**config.mk**
```make
export PLATFORM = sky130hd
export DESIGN_NAME = adv_service_data_beacon_parser
export DESIGN_NICKNAME = d
export VERILOG_FILES = /design/src/adsbp_pkg.sv /design/src/adv_service_data_beacon_parser.sv
export SDC_FILE = /design/constraint.sdc
export NUM_CORES = 1
export LEC_CHECK = 0
export BUFFER_PORTS_ARGS = -buffer_cell sky130_fd_sc_hd__buf_4
export CORE_MARGIN = 2
export CORE_UTILIZATION = 60
export CTS_CLUSTER_SIZE = 25
export DETAILED_ROUTE_END_ITERATION = 10
export HOLD_SLACK_MARGIN = 0.15
export PLACE_DENSITY_LB_ADDON = 0.2
export SLEW_MARGIN = 20
export SYNTH_ARGS = -nofsm -noshare
export SYNTH_HDL_FRONTEND = slang
export SYNTH_SLANG_ARGS = --single-unit
```
**constraint.sdc**
```tcl
create_clock -name clk -period 15.8 [get_ports clk]
set_clock_uncertainty 0.2 [all_clocks]
set_input_delay 0.79 -clock clk [delete_from_list [all_inputs] [get_ports clk]]
set_output_delay 0.79 -clock clk [all_outputs]
set_load 0.01 [all_outputs]
```
**src/adsbp_pkg.sv**
```systemverilog
// Shared types and constants for the advertising service data beacon parser.
package adsbp_pkg;

    localparam int ID_BYTES     = 16;
    localparam int CAP_IDX_W    = (ID_BYTES > 1) ? $clog2(ID_BYTES) : 1;
    localparam int OUT_ID_BYTES = 16;
    localparam int IDS_W        = OUT_ID_BYTES * 8;
    localparam int CFG_IDX_W    = 2;
    localparam int CFG_DATA_W   = 16;

    localparam logic [7:0]  TARGET_TYPE_RST = 8'h2a;
    localparam logic [15:0] TARGET_UUID_RST = 16'h2af5;

    localparam logic [CFG_IDX_W-1:0] REG_TARGET_FIELD_TYPE = 2'd0;
    localparam logic [CFG_IDX_W-1:0] REG_TARGET_UUID       = 2'd1;

    localparam logic [1:0] KIND_BEACON  = 2'd0;
    localparam logic [1:0] KIND_END_OK  = 2'd1;
    localparam logic [1:0] KIND_END_BAD = 2'd2;

    typedef struct packed {
        logic [1:0]       kind;
        logic [IDS_W-1:0] ids;
        logic             last;
    } result_t;

endpackage

```
**src/adv_service_data_beacon_parser.sv**
```systemverilog
// Top level: byte-wise LTV walker that reports service data beacons and packet status.
// A result is registered on the master side and appears in the cycle after its byte is accepted.
// Throughput: one byte per cycle while the master side accepts results; a byte that yields a beacon
// and a status puts the second result in a pending register that holds off new bytes.
// Reset: asynchronous, active low; clears parse state and output valids, and restores
// the target type 0x2a and UUID 0x2af5. The capture store is not cleared.
module adv_service_data_beacon_parser (
    input  logic                              clk,
    input  logic                              rst_n,
    // config write channel
    input  logic                              cfg_valid,
    output logic                              cfg_ready,
    input  logic [adsbp_pkg::CFG_IDX_W-1:0]   cfg_index,
    input  logic [adsbp_pkg::CFG_DATA_W-1:0]  cfg_data,
    // byte stream in
    input  logic                              s_axis_tvalid,
    output logic                              s_axis_tready,
    input  logic [7:0]                        s_axis_tdata,   // [7:0] data_byte
    input  logic                              s_axis_tlast,   // end_of_packet
    // result stream out
    output logic                              m_axis_tvalid,
    input  logic                              m_axis_tready,
    output logic [adsbp_pkg::IDS_W-1:0]       m_axis_tdata,   // org_id, student_id head, tail
    output logic [1:0]                        m_axis_tuser,   // result_kind
    output logic                              m_axis_tlast    // last
);
    import adsbp_pkg::*;

    logic [7:0]  target_type_reg;
    logic [15:0] target_uuid_reg;

    logic [7:0] pos_reg, pos_next;
    logic [7:0] len_reg, len_next;
    logic [7:0] ftype_reg, ftype_next;
    logic       matched_reg, matched_next;
    logic       bad_reg, bad_next;

    logic [7:0] cap_mem [ID_BYTES];

    result_t out_reg, out_next;
    logic    out_valid_reg, out_valid_next;
    result_t pend_reg, pend_next;
    logic    pend_valid_reg, pend_valid_next;

    logic                 in_acc;
    logic                 out_take;
    logic [7:0]           b;
    logic                 eop;
    logic [7:0]           d;
    logic [7:0]           dc;
    logic                 cap_we;
    logic [CAP_IDX_W-1:0] cap_idx;
    logic                 beacon;
    logic                 bad_now;
    logic [7:0]           id_byte [OUT_ID_BYTES];
    logic [IDS_W-1:0]     ids;
    result_t              r_beacon, r_status;

    assign cfg_ready     = 1'b1;
    assign s_axis_tready = !pend_valid_reg && (!out_valid_reg || m_axis_tready);
    assign in_acc        = s_axis_tvalid && s_axis_tready;
    assign out_take      = out_valid_reg && m_axis_tready;
    assign b             = s_axis_tdata;
    assign eop           = s_axis_tlast;
    assign d             = pos_reg - 8'd2;
    assign dc            = d - 8'd2;
    assign cap_idx       = dc[CAP_IDX_W-1:0];

    always_comb
    begin
        pos_next     = pos_reg;
        len_next     = len_reg;
        ftype_next   = ftype_reg;
        matched_next = matched_reg;
        bad_next     = bad_reg;
        cap_we       = 1'b0;
        beacon       = 1'b0;
        if (!bad_reg)
        begin
            if (pos_reg == 8'd0)
            begin
                if (b == 8'd0)
                begin
                    bad_next = 1'b1;
                end
                else
                begin
                    len_next = b;
                    pos_next = 8'd1;
                end
            end
            else if (pos_reg == 8'd1)
            begin
                ftype_next   = b;
                matched_next = 1'b0;
                pos_next     = (len_reg == 8'd1) ? 8'd0 : 8'd2;
            end
            else
            begin
                if (d == 8'd0)
                begin
                    matched_next = (ftype_reg == target_type_reg) && (b == target_uuid_reg[7:0]);
                end
                else if (d == 8'd1)
                begin
                    matched_next = matched_reg && (b == target_uuid_reg[15:8]);
                end
                else if (matched_reg && ({1'b0, dc} < 9'(ID_BYTES)))
                begin
                    cap_we = 1'b1;
                    if (({1'b0, dc} == 9'(ID_BYTES - 1)) &&
                        ({1'b0, len_reg} >= 9'(ID_BYTES + 3)))
                    begin
                        beacon = 1'b1;
                    end
                end
                if (pos_reg >= len_reg)
                begin
                    pos_next = 8'd0;
                end
                else
                begin
                    pos_next = pos_reg + 8'd1;
                end
            end
        end
        bad_now = bad_next;
        if (eop)
        begin
            pos_next     = 8'd0;
            len_next     = 8'd0;
            ftype_next   = 8'd0;
            matched_next = 1'b0;
            bad_next     = 1'b0;
        end
    end

    // last captured byte is the one arriving now
    always_comb
    begin
        for (int k = 0; k < OUT_ID_BYTES; k++)
        begin
            if (k < ID_BYTES - 1)
            begin
                id_byte[k] = cap_mem[k];
            end
            else if (k == ID_BYTES - 1)
            begin
                id_byte[k] = b;
            end
            else
            begin
                id_byte[k] = 8'd0;
            end
        end
    end

    assign ids = {id_byte[14], id_byte[15],
                  id_byte[6], id_byte[7], id_byte[8], id_byte[9],
                  id_byte[10], id_byte[11], id_byte[12], id_byte[13],
                  id_byte[0], id_byte[1], id_byte[2], id_byte[3], id_byte[4], id_byte[5]};

    always_comb
    begin
        r_beacon.kind = KIND_BEACON;
        r_beacon.ids  = ids;
        r_beacon.last = !eop;
        r_status.kind = bad_now ? KIND_END_BAD : KIND_END_OK;
        r_status.ids  = '0;
        r_status.last = 1'b1;
    end

    always_comb
    begin
        out_next        = out_reg;
        out_valid_next  = out_valid_reg;
        pend_next       = pend_reg;
        pend_valid_next = pend_valid_reg;
        if (in_acc && (beacon || eop))
        begin
            out_next        = beacon ? r_beacon : r_status;
            out_valid_next  = 1'b1;
            pend_next       = r_status;
            pend_valid_next = beacon && eop;
        end
        else if (out_take)
        begin
            if (pend_valid_reg)
            begin
                out_next        = pend_reg;
                pend_valid_next = 1'b0;
            end
            else
            begin
                out_valid_next = 1'b0;
            end
        end
    end

    always_ff @(posedge clk or negedge rst_n)
    begin
        if (!rst_n)
        begin
            target_type_reg <= TARGET_TYPE_RST;
            target_uuid_reg <= TARGET_UUID_RST;
            pos_reg         <= 8'd0;
            len_reg         <= 8'd0;
            ftype_reg       <= 8'd0;
            matched_reg     <= 1'b0;
            bad_reg         <= 1'b0;
            out_valid_reg   <= 1'b0;
            pend_valid_reg  <= 1'b0;
        end
        else
        begin
            if (cfg_valid && cfg_ready)
            begin
                unique case (cfg_index)
                    REG_TARGET_FIELD_TYPE: target_type_reg <= cfg_data[7:0];
                    REG_TARGET_UUID:       target_uuid_reg <= cfg_data;
                    default: ;
                endcase
            end
            if (in_acc)
            begin
                pos_reg     <= pos_next;
                len_reg     <= len_next;
                ftype_reg   <= ftype_next;
                matched_reg <= matched_next;
                bad_reg     <= bad_next;
            end
            out_valid_reg  <= out_valid_next;
            pend_valid_reg <= pend_valid_next;
        end
    end

    always_ff @(posedge clk)
    begin
        out_reg  <= out_next;
        pend_reg <= pend_next;
        if (in_acc && cap_we)
        begin
            cap_mem[cap_idx] <= b;
        end
    end

    assign m_axis_tvalid = out_valid_reg;
    assign m_axis_tdata  = out_reg.ids;
    assign m_axis_tuser  = out_reg.kind;
    assign m_axis_tlast  = out_reg.last;

`ifndef SYNTHESIS
    a_pend_needs_out: assert property (@(posedge clk) disable iff (!rst_n)
        pend_valid_reg |-> (m_axis_tvalid && !s_axis_tready))
        else $error("pending result without a held output");

    a_beacon_then_status: assert property (@(posedge clk) disable iff (!rst_n)
        (m_axis_tvalid && m_axis_tuser == KIND_BEACON && !m_axis_tlast) |-> pend_valid_reg)
        else $error("beacon marked not last without a queued status");

    a_status_zero_ids: assert property (@(posedge clk) disable iff (!rst_n)
        (m_axis_tvalid && m_axis_tuser != KIND_BEACON) |-> (m_axis_tdata == '0 && m_axis_tlast))
        else $error("status result carries id bytes");

    a_bad_clears_on_end: assert property (@(posedge clk) disable iff (!rst_n)
        (in_acc && s_axis_tlast) |=> (!bad_reg && pos_reg == 8'd0))
        else $error("parse state not cleared at end of packet");
`endif

endmodule
```
==> impl_metrics.json <==
{
  "status": "finished clean",
  "hold_class": "in2reg",
  "io_pins": 166,
  "drtIter0Drc": 385,
  "worstSetupPathType": "reg2reg",
  "hold_viol": 0,
  "r2r_slack_ps": 11580,
  "cts_tree": "built",
  "drc": 0,
  "synth_commonest_cells": "253 x edfxtp_1, 136 x and2_1, 40 x dfrtp_1",
  "power.density_nw_per_um2": 124,
  "area_growth_pct": 19.6,
  "min_period_ps": 4220,
  "rows": 51,
  "globalRouteTotalUtil_pct": 22.4,
  "grt_pass1_wl_mm": 36.4,
  "diodes": 0,
  "synth.avg_cell_area_sq_um": 16.0,
  "clk_path_buf_depth": 3,
  "p_int_w": 0.00135,
  "p_sw_w": 0.000420,
  "crit_path_end_kind": "flop",
  "synthFlopType": "edfxtp_1",
  "yosysWarnings": 0,
  "synthesis.instances": 746,
  "dr.pass1.iters": 5,
  "viasPerCell": 5.39,
  "antenna_found_initial": 0,
  "nNetsFinal": 965,
  "fin_tns_setup_ps": 0,
  "top_layer_used": "met4",
  "cts_made_buffers": 29,
  "leakage_nw": 5.43,
  "synth.most_common_cell": "edfxtp_1",
  "tightest_slew_ps": 988,
  "ir_drop_v": 0.0000851,
  "finalSetupViolCount": 0,
  "fp.dieH_um": 145,
  "clock-root-buffer": "clkbuf_16",
  "overflow": 0,
  "p_seq_share_pct": 53.0,
  "grt_pass1_vias": 6629,
  "routed_wl_mm": 23.7,
  "ant_nets": 0,
  "ys_types": 64,
  "fin_crit_sh_pct": 26.7,
  "setup_ws_ps": 11580,
  "clockPowerShare_pct": 35.4,
  "post-cts-setup-buffers": 0,
  "avgRoutedWirePerCell_um": 19.7,
  "yosysSeqAreaShare_pct": 74.7,
  "synth_top_area_share_pct": 63.7,
  "synth_area_sq_um": 11900,
  "initial_core_util_pct": 61.3,
  "synth_area_leaders": "edfxtp_1 64%, dfrtp_1 8.4%, and2_1 7.1%",
  "wl_met2_mm": 12.1,
  "numClockSinks": 305,
  "insertion_delay_ps": 530,
  "combPwrFrac_pct": 11.6,
  "largest_reg_flops": 128,
  "rsz0062_at_grt": "false",
  "slew-limit-headroom_pct": 34.2,
  "start_kind": "flop",
  "async_flop_share_pct": 17.0,
  "wl_met1_mm": 9.78,
  "synth_edf_count": 253,
  "synth_fp_nets": 793,
  "cap_violations": 0,
  "dieWidth_um": 145,
  "ys_ff_latch": 305,
  "drive_gt1_share_pct": 29.1,
  "clkTransAtPathRegs_ps": 60,
  "core_area_sq_um": 19500,
  "cp.required_ps": 15760,
  "yosysTopAreaCell": "edfxtp_1",
  "num_vias": 6489,
  "crit_fanout": 93,
  "gp_congestion": 0.875,
  "port_buffers": 164,
  "grt_max_degree": 134,
  "met3_length_mm": 1.21,
  "dieArea_sq_um": 21000,
  "place_ws_ps": 11180,
  "slew_viol_final": 0,
  "max_freq_ghz": 0.237,
  "hpwl_mm": 14.6,
  "cts_max_level": 1,
  "swShare_pct": 23.8,
  "crit_arrival_ps": 4180,
  "fillers": 1212
}
-- timing repair --
action                    4_1_cts  5_1_grt
hold buffers                    1        0
resized for setup               0        0
hold endpoints to repair       40        0
-- metal layers --
metal	up-vias	global-route usage [%]
met5	-	0
met4	0	7.57
li1	3042	-
met2	182	38.3
met1	3219	30.0
met3	46	3.33
-- critical path, stage by stage (launching register included) --
cell,delay [ps]
dfrtp_1,640
inv_1,200
ha_1,330
xnor2_1,290
and4_1,280
o221a_2,210
nand4b_1,300
nor3_4,280
o21bai_4,370
buf_6,720
-- power by group through the flow --
stage	clock network [W]	logic (W)	registers (W)
2_1_floorplan	0	0.000132	0.000953
3_3_place_gp	0	0.000195	0.000951
3_5_place_dp	0	0.000201	0.000953
4_1_cts	0.000637	0.000202	0.000936
5_1_grt	0.000667	0.000226	0.000940
6_report	0.000626	0.000205	0.000936
-- cell type report --
cell class	instances	area (sq um)	share of cell area [%]
Inverter	19	71.3	0.499
Tap cell	265	332	2.32
Clock inverter	14	73.8	0.517
Clock buffer	38	790	5.53
Timing Repair Buffer	168	1290	9.02
Multi-Input combinational cell	395	2810	19.7
Sequential cell	305	8910	62.4
-- cell families (layout without fill, tap and decap cells) --
kind of cell               Yosys count  in the layout  share of synthesized area [%]
and+or+nand+nor                    258            258                           12.8
AOI/OAI and AO/OA                   58             58                           3.37
buffers and inverters               46            239                           2.02
other                                1              1                         0.0314
adders and majority gates           15             15                           1.57
muxes                               35             35                           3.39
DFF                                305            305                           74.7
xor gates and xnor gates            28             28                           2.17
-- worst paths after layout --
| kind | startpoint | cells after the start | endpoint |
|---|---|---|---|
| worst min-delay path | cfg_data[9] | 2 | target_uuid_reg[9] |
| worst min register to register | cap_mem[13][3] | 1 | m_axis_tdata[51] |
| worst max-delay path | pos_reg[1] | 9 | m_axis_tdata[7] |
| min in group asynchronous | rst_n | 2 | target_uuid_reg[1] |
| worst max register to register | pos_reg[1] | 9 | m_axis_tdata[7] |
| max in group asynchronous | rst_n | 2 | pos_reg[4] |
-- cells in the final DEF (no fill, tap or decap), drive strengths merged, types with 8 or more instances in the layout --
| cell type | instances |
|---|---|
| clkinv | 12 |
| nand2 | 22 |
| buf | 167 |
| xnor2 | 19 |
| clkbuf | 38 |
| inv | 20 |
| dfstp | 12 |
| dfrtp | 40 |
| o31ai | 8 |
| edfxtp | 253 |
| nor2 | 26 |
| nor2b | 10 |
| ha | 15 |
| nor4 | 8 |
| o21ai | 13 |
| mux2 | 33 |
| nand3 | 15 |
| and2 | 136 |
| xor2 | 8 |
-- stage by stage --
| step | power [W] | cells | hold slack, ps | utilization (%) | instance area [sq um] |
|---|---|---|---|---|---|
| floorplan | 0.00109 | 746 | 269 | - | 11900 |
| global placement | 0.00115 | 1150 | 299 | 68.6 | 13400 |
| detailed placement | 0.00115 | 1150 | 301 | 68.7 | 13400 |
| CTS | 0.00178 | 1203 | 280 | 73.2 | 14200 |
| global route | 0.00183 | 1204 | 280 | 73.4 | 14300 |
| finish | 0.00177 | 1204 | 296 | 73.4 | 14300 |
No activity file was read; power rests on OpenSTA's default activity.
